$ cat config.mk
export PLATFORM = sky130hd
export DESIGN_NAME = sensor_payload_quotient_packer_core
export DESIGN_NICKNAME = d
export VERILOG_FILES = /design/src/design/spqp_pkg.sv /design/src/design/sensor_payload_quotient_packer_core.sv /design/src/design/spqp_front.sv /design/src/design/spqp_serializer.sv /design/src/design/spqp_div_stage.sv
export SDC_FILE = /design/constraint.sdc
export NUM_CORES = 2
export LEC_CHECK = 0
export ABC_AREA = 0
export BUFFER_PORTS_ARGS = -buffer_cell sky130_fd_sc_hd__buf_2
export CAP_MARGIN = 10
export CORE_UTILIZATION = 60
export CTS_BUF_LIST = sky130_fd_sc_hd__clkbuf_4
export DETAILED_ROUTE_END_ITERATION = 12
export GPL_TIMING_DRIVEN = 0
export PLACE_DENSITY_LB_ADDON = 0.3
export REMOVE_ABC_BUFFERS = 1
export SYNTH_ARGS = -nofsm -noshare
export SYNTH_HDL_FRONTEND = slang
export SYNTH_HIERARCHICAL = 1
export SYNTH_SLANG_ARGS = --single-unit
$ cat constraint.sdc
create_clock -name aclk -period 6.9 [get_ports aclk]
set_clock_uncertainty 0.2 [all_clocks]
set_input_delay 0 -clock aclk [delete_from_list [all_inputs] [get_ports aclk]]
set_output_delay 0 -clock aclk [all_outputs]
set_load 0.005 [all_outputs]
$ cat src/design/spqp_pkg.sv
// Shared types and constants for the sensor payload quotient packer.
// No dependencies; every other design file imports this package.
package spqp_pkg;

    localparam int KEY_W       = 16;   // divisor register width
    localparam int VAL_W       = 26;   // scaled value width
    localparam int REM_W       = 24;   // enough for any value that does not saturate
    localparam int QUO_W       = 8;    // quotient bits
    localparam int POS_W       = 4;    // byte position width
    localparam int RAIN_INPUTS = 4;    // rain fields in one record
    localparam int RAIN_W      = 32;
    localparam int DIV_STEPS   = 2;    // restoring steps per divider stage
    localparam int DIV_STAGES  = QUO_W / DIV_STEPS;

    localparam logic [7:0] PAD_BYTE   = 8'd255;
    localparam logic [7:0] SAT_QUO    = 8'd255;
    localparam logic [6:0] VOLT_SCALE = 7'd100;
    localparam logic [9:0] RAIN_SCALE = 10'd1000;

    typedef enum logic [1:0] {
        KIND_ERR = 2'd0,
        KIND_QUO = 2'd1,
        KIND_REM = 2'd2,
        KIND_PAD = 2'd3
    } kind_t;

    // one payload byte in flight through the divider pipeline
    typedef struct packed {
        logic [POS_W-1:0] pos;
        kind_t            kind;
        logic             last;
        logic             sat;
        logic [7:0]       lit;
        logic [REM_W-1:0] rem;
        logic [QUO_W-1:0] quo;
    } job_t;

endpackage

$ cat src/design/sensor_payload_quotient_packer_core.sv
// Top level of the sensor payload quotient packer.
// Uses spqp_pkg, spqp_front, spqp_serializer and spqp_div_stage.

// Each accepted record yields 2*(2+rain pairs)+2 payload bytes (14 with four
// rain values), one per cycle on m_* unless m_tready stalls: the error byte, a
// quotient/remainder pair for voltage*100, distance and each rain value*1000,
// then a pad of 255. A pair is value / split_divisor and its low remainder byte,
// or 255 and 0 when the value exceeds split_divisor*255. The next record is taken
// into the input register while the current one is still being sent. Between a
// record and its first byte lie the input register, scaled record register, byte
// sequencer, four divider stages of two quotient bits each, and the output
// register, the first of these loading at the accepting edge. Write split_divisor
// only while idle.
module sensor_payload_quotient_packer_core import spqp_pkg::*; #(
    parameter int RAIN_VALUES = 4
) (
    input  logic          aclk,
    input  logic          aresetn,
    input  logic          cfg_we,
    input  logic [15:0]   cfg_wdata,      // split_divisor
    input  logic          s_tvalid,
    output logic          s_tready,
    // [7:0] error_flags, [23:8] battery_voltage, [39:24] distance_reading,
    // [71:40] rain_accumulated, [103:72] rain_event_accumulated,
    // [135:104] rain_total_accumulated, [167:136] rain_per_hour
    input  logic [167:0]  s_tdata,
    output logic          m_tvalid,
    input  logic          m_tready,
    // [7:0] payload_byte, [11:8] byte_position, [15:12] zero
    output logic [15:0]   m_tdata,
    output logic          m_tlast         // last_byte
);

    localparam int RAIN_PAIRS = (RAIN_VALUES < 1) ? 1 :
                                ((RAIN_VALUES > RAIN_INPUTS) ? RAIN_INPUTS : RAIN_VALUES);
    localparam int NVAL = 2 + RAIN_PAIRS;

    logic [KEY_W-1:0]                  key_reg;
    logic [RAIN_INPUTS-1:0][RAIN_W-1:0] rain_in;

    logic                              fr_valid;
    logic                              fr_ready;
    logic [7:0]                        fr_error;
    logic [NVAL-1:0][VAL_W-1:0]        fr_scaled;

    logic                              chain_valid [DIV_STAGES+1];
    logic                              chain_ready [DIV_STAGES+1];
    job_t                              chain_job   [DIV_STAGES+1];

    logic                              out_v_reg;
    logic [7:0]                        out_byte_reg;
    logic [POS_W-1:0]                  out_pos_reg;
    logic                              out_last_reg;
    logic [7:0]                        byte_next;
    job_t                              fin;

    always_ff @(posedge aclk) begin
        if (!aresetn) begin
            key_reg <= KEY_W'(1);
        end else if (cfg_we) begin
            key_reg <= cfg_wdata;
        end
    end

    for (genvar g = 0; g < RAIN_INPUTS; g++) begin : g_unpack
        assign rain_in[g] = s_tdata[40 + g*RAIN_W +: RAIN_W];
    end

    spqp_front #(.NVAL(NVAL)) u_front (
        .aclk             (aclk),
        .aresetn          (aresetn),
        .in_valid         (s_tvalid),
        .in_ready         (s_tready),
        .error_flags      (s_tdata[7:0]),
        .battery_voltage  (s_tdata[23:8]),
        .distance_reading (s_tdata[39:24]),
        .rain_in          (rain_in),
        .out_valid        (fr_valid),
        .out_ready        (fr_ready),
        .out_error        (fr_error),
        .out_scaled       (fr_scaled)
    );

    spqp_serializer #(.NVAL(NVAL)) u_ser (
        .aclk      (aclk),
        .aresetn   (aresetn),
        .key       (key_reg),
        .in_valid  (fr_valid),
        .in_ready  (fr_ready),
        .in_error  (fr_error),
        .in_scaled (fr_scaled),
        .out_valid (chain_valid[0]),
        .out_ready (chain_ready[0]),
        .out_job   (chain_job[0])
    );

    for (genvar g = 0; g < DIV_STAGES; g++) begin : g_div
        spqp_div_stage #(.HI(QUO_W - 1 - g*DIV_STEPS)) u_div (
            .aclk      (aclk),
            .aresetn   (aresetn),
            .key       (key_reg),
            .in_valid  (chain_valid[g]),
            .in_ready  (chain_ready[g]),
            .in_job    (chain_job[g]),
            .out_valid (chain_valid[g+1]),
            .out_ready (chain_ready[g+1]),
            .out_job   (chain_job[g+1])
        );
    end

    assign fin                     = chain_job[DIV_STAGES];
    assign chain_ready[DIV_STAGES] = !out_v_reg || m_tready;

    // zero divisor without saturation means the value was zero
    always_comb begin
        case (fin.kind)
            KIND_QUO: byte_next = fin.sat ? SAT_QUO :
                                  ((key_reg == '0) ? 8'd0 : fin.quo);
            KIND_REM: byte_next = (fin.sat || key_reg == '0) ? 8'd0 : fin.rem[7:0];
            KIND_ERR: byte_next = fin.lit;
            KIND_PAD: byte_next = fin.lit;
            default:  byte_next = fin.lit;
        endcase
    end

    always_ff @(posedge aclk) begin
        if (!aresetn) begin
            out_v_reg <= 1'b0;
        end else if (chain_ready[DIV_STAGES]) begin
            out_v_reg <= chain_valid[DIV_STAGES];
        end
    end

    always_ff @(posedge aclk) begin
        if (chain_ready[DIV_STAGES] && chain_valid[DIV_STAGES]) begin
            out_byte_reg <= byte_next;
            out_pos_reg  <= fin.pos;
            out_last_reg <= fin.last;
        end
    end

    assign m_tvalid = out_v_reg;
    assign m_tdata  = {4'd0, out_pos_reg, out_byte_reg};
    assign m_tlast  = out_last_reg;

endmodule

$ cat src/design/spqp_front.sv
// Input register and fixed-point scaling of one sensor record.
// Depends on spqp_pkg.
module spqp_front import spqp_pkg::*; #(
    parameter int NVAL = 6
) (
    input  logic                                aclk,
    input  logic                                aresetn,
    input  logic                                in_valid,
    output logic                                in_ready,
    input  logic [7:0]                          error_flags,
    input  logic [15:0]                         battery_voltage,
    input  logic [15:0]                         distance_reading,
    input  logic [RAIN_INPUTS-1:0][RAIN_W-1:0]  rain_in,
    output logic                                out_valid,
    input  logic                                out_ready,
    output logic [7:0]                          out_error,
    output logic [NVAL-1:0][VAL_W-1:0]          out_scaled
);

    localparam int RAIN_PAIRS = NVAL - 2;

    logic                                 v_reg;
    logic [7:0]                           err_reg;
    logic [15:0]                          volt_reg;
    logic [15:0]                          dist_reg;
    logic [RAIN_PAIRS-1:0][RAIN_W-1:0]    rain_reg;
    logic [22:0]                          volt_prod;

    assign in_ready  = !v_reg || out_ready;
    assign out_valid = v_reg;
    assign out_error = err_reg;

    always_ff @(posedge aclk) begin
        if (!aresetn) begin
            v_reg <= 1'b0;
        end else if (in_ready) begin
            v_reg <= in_valid;
        end
    end

    always_ff @(posedge aclk) begin
        if (in_ready && in_valid) begin
            err_reg  <= error_flags;
            volt_reg <= battery_voltage;
            dist_reg <= distance_reading;
            rain_reg <= rain_in[RAIN_PAIRS-1:0];
        end
    end

    // Q8.8 volts times 100, fraction dropped
    assign volt_prod     = 23'(volt_reg) * 23'(VOLT_SCALE);
    assign out_scaled[0] = VAL_W'(volt_prod[22:8]);
    assign out_scaled[1] = VAL_W'(dist_reg);

    // Q16.16 rain times 1000, fraction dropped: one multiplier per lane
    for (genvar g = 0; g < RAIN_PAIRS; g++) begin : g_rain
        logic [41:0] rain_prod;
        assign rain_prod         = 42'(rain_reg[g]) * 42'(RAIN_SCALE);
        assign out_scaled[2 + g] = rain_prod[16 +: VAL_W];
    end

endmodule

$ cat src/design/spqp_serializer.sv
// Holds one scaled record and walks it out as one byte job per cycle
// unless out_ready stalls, with the saturation check done on the way out. Depends on spqp_pkg.
module spqp_serializer import spqp_pkg::*; #(
    parameter int NVAL = 6
) (
    input  logic                        aclk,
    input  logic                        aresetn,
    input  logic [KEY_W-1:0]            key,
    input  logic                        in_valid,
    output logic                        in_ready,
    input  logic [7:0]                  in_error,
    input  logic [NVAL-1:0][VAL_W-1:0]  in_scaled,
    output logic                        out_valid,
    input  logic                        out_ready,
    output job_t                        out_job
);

    localparam int TOTAL = 2 * NVAL + 2;
    localparam int IDX_W = $clog2(NVAL);

    logic                          rec_v_reg;
    logic [7:0]                    err_reg;
    logic [NVAL-1:0][VAL_W-1:0]    val_reg;
    logic [POS_W-1:0]              cnt_reg;
    logic                          job_v_reg;
    job_t                          job_reg;

    logic                          job_ready;
    logic                          emit;
    logic                          at_last;
    logic                          is_pair;
    logic [POS_W-1:0]              cnt_m1;
    logic [IDX_W-1:0]              idx;
    logic [VAL_W-1:0]              cur_val;
    logic [23:0]                   key_x255;
    job_t                          job_next;

    assign job_ready = !job_v_reg || out_ready;
    assign emit      = rec_v_reg && job_ready;
    assign at_last   = (cnt_reg == POS_W'(TOTAL - 1));
    assign is_pair   = (cnt_reg != '0) && !at_last;
    assign in_ready  = !rec_v_reg || (emit && at_last);

    assign cnt_m1   = cnt_reg - POS_W'(1);
    assign idx      = is_pair ? cnt_m1[IDX_W:1] : '0;
    assign cur_val  = val_reg[idx];
    assign key_x255 = {key, 8'd0} - 24'(key);

    always_comb begin
        job_next      = '0;
        job_next.pos  = cnt_reg;
        job_next.last = at_last;
        job_next.sat  = cur_val > VAL_W'(key_x255);
        job_next.rem  = cur_val[REM_W-1:0];
        if (cnt_reg == '0) begin
            job_next.kind = KIND_ERR;
            job_next.lit  = err_reg;
        end else if (at_last) begin
            job_next.kind = KIND_PAD;
            job_next.lit  = PAD_BYTE;
        end else if (cnt_reg[0]) begin
            job_next.kind = KIND_QUO;
        end else begin
            job_next.kind = KIND_REM;
        end
    end

    always_ff @(posedge aclk) begin
        if (!aresetn) begin
            rec_v_reg <= 1'b0;
            cnt_reg   <= '0;
            job_v_reg <= 1'b0;
        end else begin
            if (in_ready && in_valid) begin
                rec_v_reg <= 1'b1;
            end else if (emit && at_last) begin
                rec_v_reg <= 1'b0;
            end
            if (emit) begin
                cnt_reg <= at_last ? '0 : cnt_reg + POS_W'(1);
            end
            if (job_ready) begin
                job_v_reg <= rec_v_reg;
            end
        end
    end

    always_ff @(posedge aclk) begin
        if (in_ready && in_valid) begin
            err_reg <= in_error;
            val_reg <= in_scaled;
        end
        if (emit) begin
            job_reg <= job_next;
        end
    end

    assign out_valid = job_v_reg;
    assign out_job   = job_reg;

endmodule

$ cat src/design/spqp_div_stage.sv
// One stage of the restoring divider: DIV_STEPS quotient bits per stage,
// starting at bit HI. Depends on spqp_pkg.
module spqp_div_stage import spqp_pkg::*; #(
    parameter int HI = 7
) (
    input  logic               aclk,
    input  logic               aresetn,
    input  logic [KEY_W-1:0]   key,
    input  logic               in_valid,
    output logic               in_ready,
    input  job_t               in_job,
    output logic               out_valid,
    input  logic               out_ready,
    output job_t               out_job
);

    logic             v_reg;
    job_t             job_reg;
    job_t             job_next;
    logic [REM_W-1:0] trial;

    assign in_ready = !v_reg || out_ready;

    always_comb begin
        job_next = in_job;
        trial    = '0;
        for (int s = 0; s < DIV_STEPS; s++) begin
            trial = REM_W'(key) << (HI - s);
            if (job_next.rem >= trial) begin
                job_next.rem          = job_next.rem - trial;
                job_next.quo[HI - s]  = 1'b1;
            end
        end
    end

    always_ff @(posedge aclk) begin
        if (!aresetn) begin
            v_reg <= 1'b0;
        end else if (in_ready) begin
            v_reg <= in_valid;
        end
    end

    always_ff @(posedge aclk) begin
        if (in_ready && in_valid) begin
            job_reg <= job_next;
        end
    end

    assign out_valid = v_reg;
    assign out_job   = job_reg;

endmodule

# Word-level counts from Yosys, hierarchy flattened
# Index checks and enable logic that the tools add are counted.
totals:
  word_cells: 154
  inputBits: 189
  ff_bits: 556
classes:
  mul: 5
  reduce_logical: 34
  magnitude_cmp: 10
  n_addsub: 11
  muxes: 22
  n_eq_ne: 4
ops:
  columns: ["op", "count"]
  rows:
  - ["32-bit by 7-bit multiplier with 39-bit output, second input constant", 4]
  - ["24-bit 2-to-1 mux", 6]
  - ["26-bit binary-select mux with 3-bit select", 1]
  - ["8-bit 2-to-1 mux", 6]
  - ["26-bit by 24-bit greater-than comparator with 1-bit output", 1]
  - ["26-bit 2-to-1 mux", 1]
  - ["25-bit 2-to-1 mux", 1]
  - ["24-bit by 16-bit greater-or-equal comparator with 1-bit output", 1]
  - ["24-bit by 17-bit greater-or-equal comparator with 1-bit output", 1]
  - ["24-bit by 18-bit greater-or-equal comparator with 1-bit output", 1]
  - ["24-bit by 19-bit greater-or-equal comparator with 1-bit output", 1]
  - ["24-bit by 20-bit greater-or-equal comparator with 1-bit output", 1]
  - ["24-bit by 21-bit greater-or-equal comparator with 1-bit output", 1]
  - ["24-bit by 22-bit greater-or-equal comparator with 1-bit output", 1]
  - ["24-bit by 23-bit greater-or-equal comparator with 1-bit output", 1]
  - ["8-bit one-hot mux with 3 select lines", 1]
  - ["24-bit by 16-bit subtractor with 24-bit output", 1]
  - ["24-bit by 17-bit subtractor with 24-bit output", 1]
  - ["24-bit by 18-bit subtractor with 24-bit output", 1]
  - ["24-bit by 19-bit subtractor with 24-bit output", 1]
  - ["24-bit by 20-bit subtractor with 24-bit output", 1]
  - ["24-bit by 21-bit subtractor with 24-bit output", 1]
  - ["24-bit by 22-bit subtractor with 24-bit output", 1]
  - ["24-bit by 23-bit subtractor with 24-bit output", 1]
  - ["other kinds (21)", 49]

# Longest topological paths before layout
logic_depth:
  word_depth: 12
  depth_mapped: 23
  ltp_nobuf: 21

# Cells and area by module
# The synthesis kept the hierarchy.
modules_own_cells:
  columns: ["mod", "seq_area_each_um2", "area_per_inst_um2", "n_inst", "cells_per_inst"]
  rows:
  - ["spqp_front", 5064.9, 27320.0, 1, 2561]
  - ["spqp_serializer", 6246.0, 9210.1, 1, 646]
  - ["spqp_div_stage (g_div[3].u_div)", 1461.4, 4172.8, 1, 434]
  - ["spqp_div_stage (g_div[2].u_div)", 1461.4, 3943.8, 1, 411]
  - ["spqp_div_stage (g_div[1].u_div)", 1461.4, 3821.2, 1, 365]
  - ["spqp_div_stage (g_div[0].u_div)", 1461.4, 3697.3, 1, 365]
  - ["sensor_payload_quotient_packer_core", 730.7, 1450.1, 1, 130]

# Worst setup path after synthesis
# Ideal clock, no wire load.
synth_path:
  kind: "reg-to-reg"
  startpoint: "register out_v_reg, in the netlist m_tvalid"
  endpoint: "register u_front.dist_reg[0] (enable)"
  arrival_ns: 5.341
  slack_ns: 0.811
  synth_period_minus_slack_ns: 6.089
  setup_time_ns: 0.549
  path_stages_with_launch: 11
  n_path_buf: 0
  cell_sequence: "dfxtp_1 nand2b_1 nand2b_1 nand2b_1 nand2b_1 nand2b_1 nand2b_1 nand2_1 o21ai_0 nand2b_1 and2_1"
synth_lines:
  columns: ["item", "line", "source"]
  rows:
  - ["start, declared", "sensor_payload_quotient_packer_core.sv:50", "logic out_v_reg;"]
  - ["start signal, assigned", "sensor_payload_quotient_packer_core.sv:130", "out_v_reg <= chain_valid[DIV_STAGES];"]
  - ["end signal, assigned", "spqp_front.sv:45", "dist_reg <= distance_reading;"]
  - ["end, declared", "spqp_front.sv:25", "logic [15:0] dist_reg;"]

==> metrics.txt <==
Placer Congestion 0.9411; Pint around 12000 uW; CP Data Required Time between 7 and 8 ns; PwrDens ~350 nW/um^2; crit path max fanout 17; FF-to-FF path depth 16; fin util 0.7112; LEAKAGE 0.02724 uW; element type at the critical path start register; commonest non-fill, non-tap cell in the layout inv_1; vias in the first global route 41698; Crit path arrival time 7.18 ns; fraction of layout cells with a size suffix above 1 0.1110; remaining global-route overflow 0; Layout Cells excl Fill 6844; DRT Pass-1 Iters 6; clock power share 0.148; Overall Global Routing Usage 0.3167; Sw Pwr 9648 uW; Worst Setup EP g_div[0].u_div/out_job[16]; Initial Utilization 0.6058; Area Growth Syn to Fin 17.39%; num rows 108; H-tree depth 4; first-pass GRT wire length 219100 microns; Tmin final 6.614 ns; initial antenna violation count 6; Final Cycle Share 0.9586; critical setup path kind register to register; Yosys Warn Count 6; CP endpoint kind register; Ports 208; I/O Buffers 203; Worst-path clk slew 0.08 ns; final hold vios 0; PnR worst setup slack approximately 0.29 ns; cells after synthesis 4811; Combinational Power Share 0.604; Post-Syn Area approximately 53000 sq um; vias per cell 5.657; delay of the slowest critical-path stage between 0.6 and 0.7 ns; critical-path cell list inv_1, ha_1, nand4_1, or4_1, o21ai_0, or3_1, a21oi_1, fa_1, a21oi_1, o211ai_1, nor3b_1, o21a_1, o21ai_0, nor4b_4, buf_8, mux2_2; worst hold margin 0.09421 ns; Setup WS pre-CTS -0.6362 ns; later-pin clock latency in the skew report 1.11 ns; Chip Height 298.0 microns; setup violators final 0; die width 298.0 microns; setup repair after global routing missed its margin false; Reg power frac 0.249; post-CTS setup buffer count 0; max_cap viols 0; TritonCTS Buffers 157; Max stage delay cell, worst path dfxtp_2; reg-to-reg critical path startpoint key_reg[10]; setup slack, reg-to-reg 0.29 ns; slew margin rel. 0.2001; DP HPWL roughly 90000 microns; layout net count 6790; DR WL/cell 20.23 microns; hold crit path type input port to register; DR vias 38718; Worst-Margin Slew 1.200 ns; TritonCTS clock tree done; max-slew violations 0; Syn Area/Cell between 10 and 15 sq um; First DRT Iteration DRCs between 2000 and 3000; status completed; Placed Instances 5986; max FFs per register roughly 180; Power Total roughly 22000 uW; Clock Path Buffers 3; most frequent cells in the layout inv_1, dlygate4sd3_1, edfxtp_1; largest net degree at the start of global routing between 70 and 80; Root Driver clkbuf_4; Worst Setup SP key_reg[10]; Post-DRT Antenna Nets 0; maximum clock rate 151.2 MHz; R2R Path End g_div[0].u_div/out_job[16]; Routed WL 138500 microns; Sw Ratio 0.4413; clk sinks 589; VDD IR max 0.2459 mV; Placeable Area 86750 sq um; # DRC 0; die area 88780 sq um
-- layer usage --
| metal | GRT usage | wire (microns) | vias to the layer above |
|---|---|---|---|
| met5 | 0 | 13 | - |
| met4 | 0.1818 | 7770 | 2 |
| met3 | 0.05010 | 7715 | 459 |
| met2 | 0.5651 | 71370 | 1501 |
| met1 | 0.3592 | 51600 | 18842 |
| li1 | - | - | 17914 |
-- worst max-delay path, delay by kind of cell, from the launching register on --
kind	cells	cell delay, ns
compound gates	6	1.42
fa+ha+maj	2	0.91
buf+inv	2	0.41
flops	1	0.65
mux	1	0.36
simple gates	5	2.32
-- metrics by stage --
stage	area (sq um)	setup TNS, ns
after detailed placement	53890	-12.15
after floorplan	51110	0
final	61700	0
after CTS	61650	0
after global routing	61690	0
after global placement	53570	-344.79
-- layout make-up --
type | count | area, sq um
Timing Repair Buffer | 793 | 7058
Fill cell | 5862 | 25050
Clock buffer | 213 | 1599
Sequential cell | 589 | 17430
Antenna cell | 6 | 15.01
Clock inverter | 63 | 385.4
Inverter | 870 | 3266
Tap cell | 1155 | 1445
Multi-Input combinational cell | 3155 | 30500
-- worst min path at each step --
stage,cells past startpoint,startpoint,to
CTS,3,s_tdata[24],u_front/dist_reg[0]
global placement,1,s_tdata[145],u_front/rain_reg[105]
detailed placement,1,s_tdata[64],u_front/rain_reg[24]
floorplan,1,aresetn,key_reg[0]
global route,3,s_tdata[24],u_front/dist_reg[0]
finish,3,s_tdata[24],u_front/dist_reg[0]
-- power by group through the flow --
stage	registers (uW)	clock network, uW	logic (uW)
global placement	5510	0	12000
floorplan	5290	0	9450
detailed placement	5500	0	12300
finish	5440	3230	13200
CTS	5430	3150	12600
global route	5460	3450	14600
-- what timing repair did --
item | 4_1_cts | 5_1_grt
pin swaps | 0 | 1
hold buffers | 575 | 0
cloned | 0 | 1
hold endpoints to repair | 467 | 0
setup endpoints to repair | 22 | 34
resized for setup | 12 | 9
(Power assumes the default switching activity.)
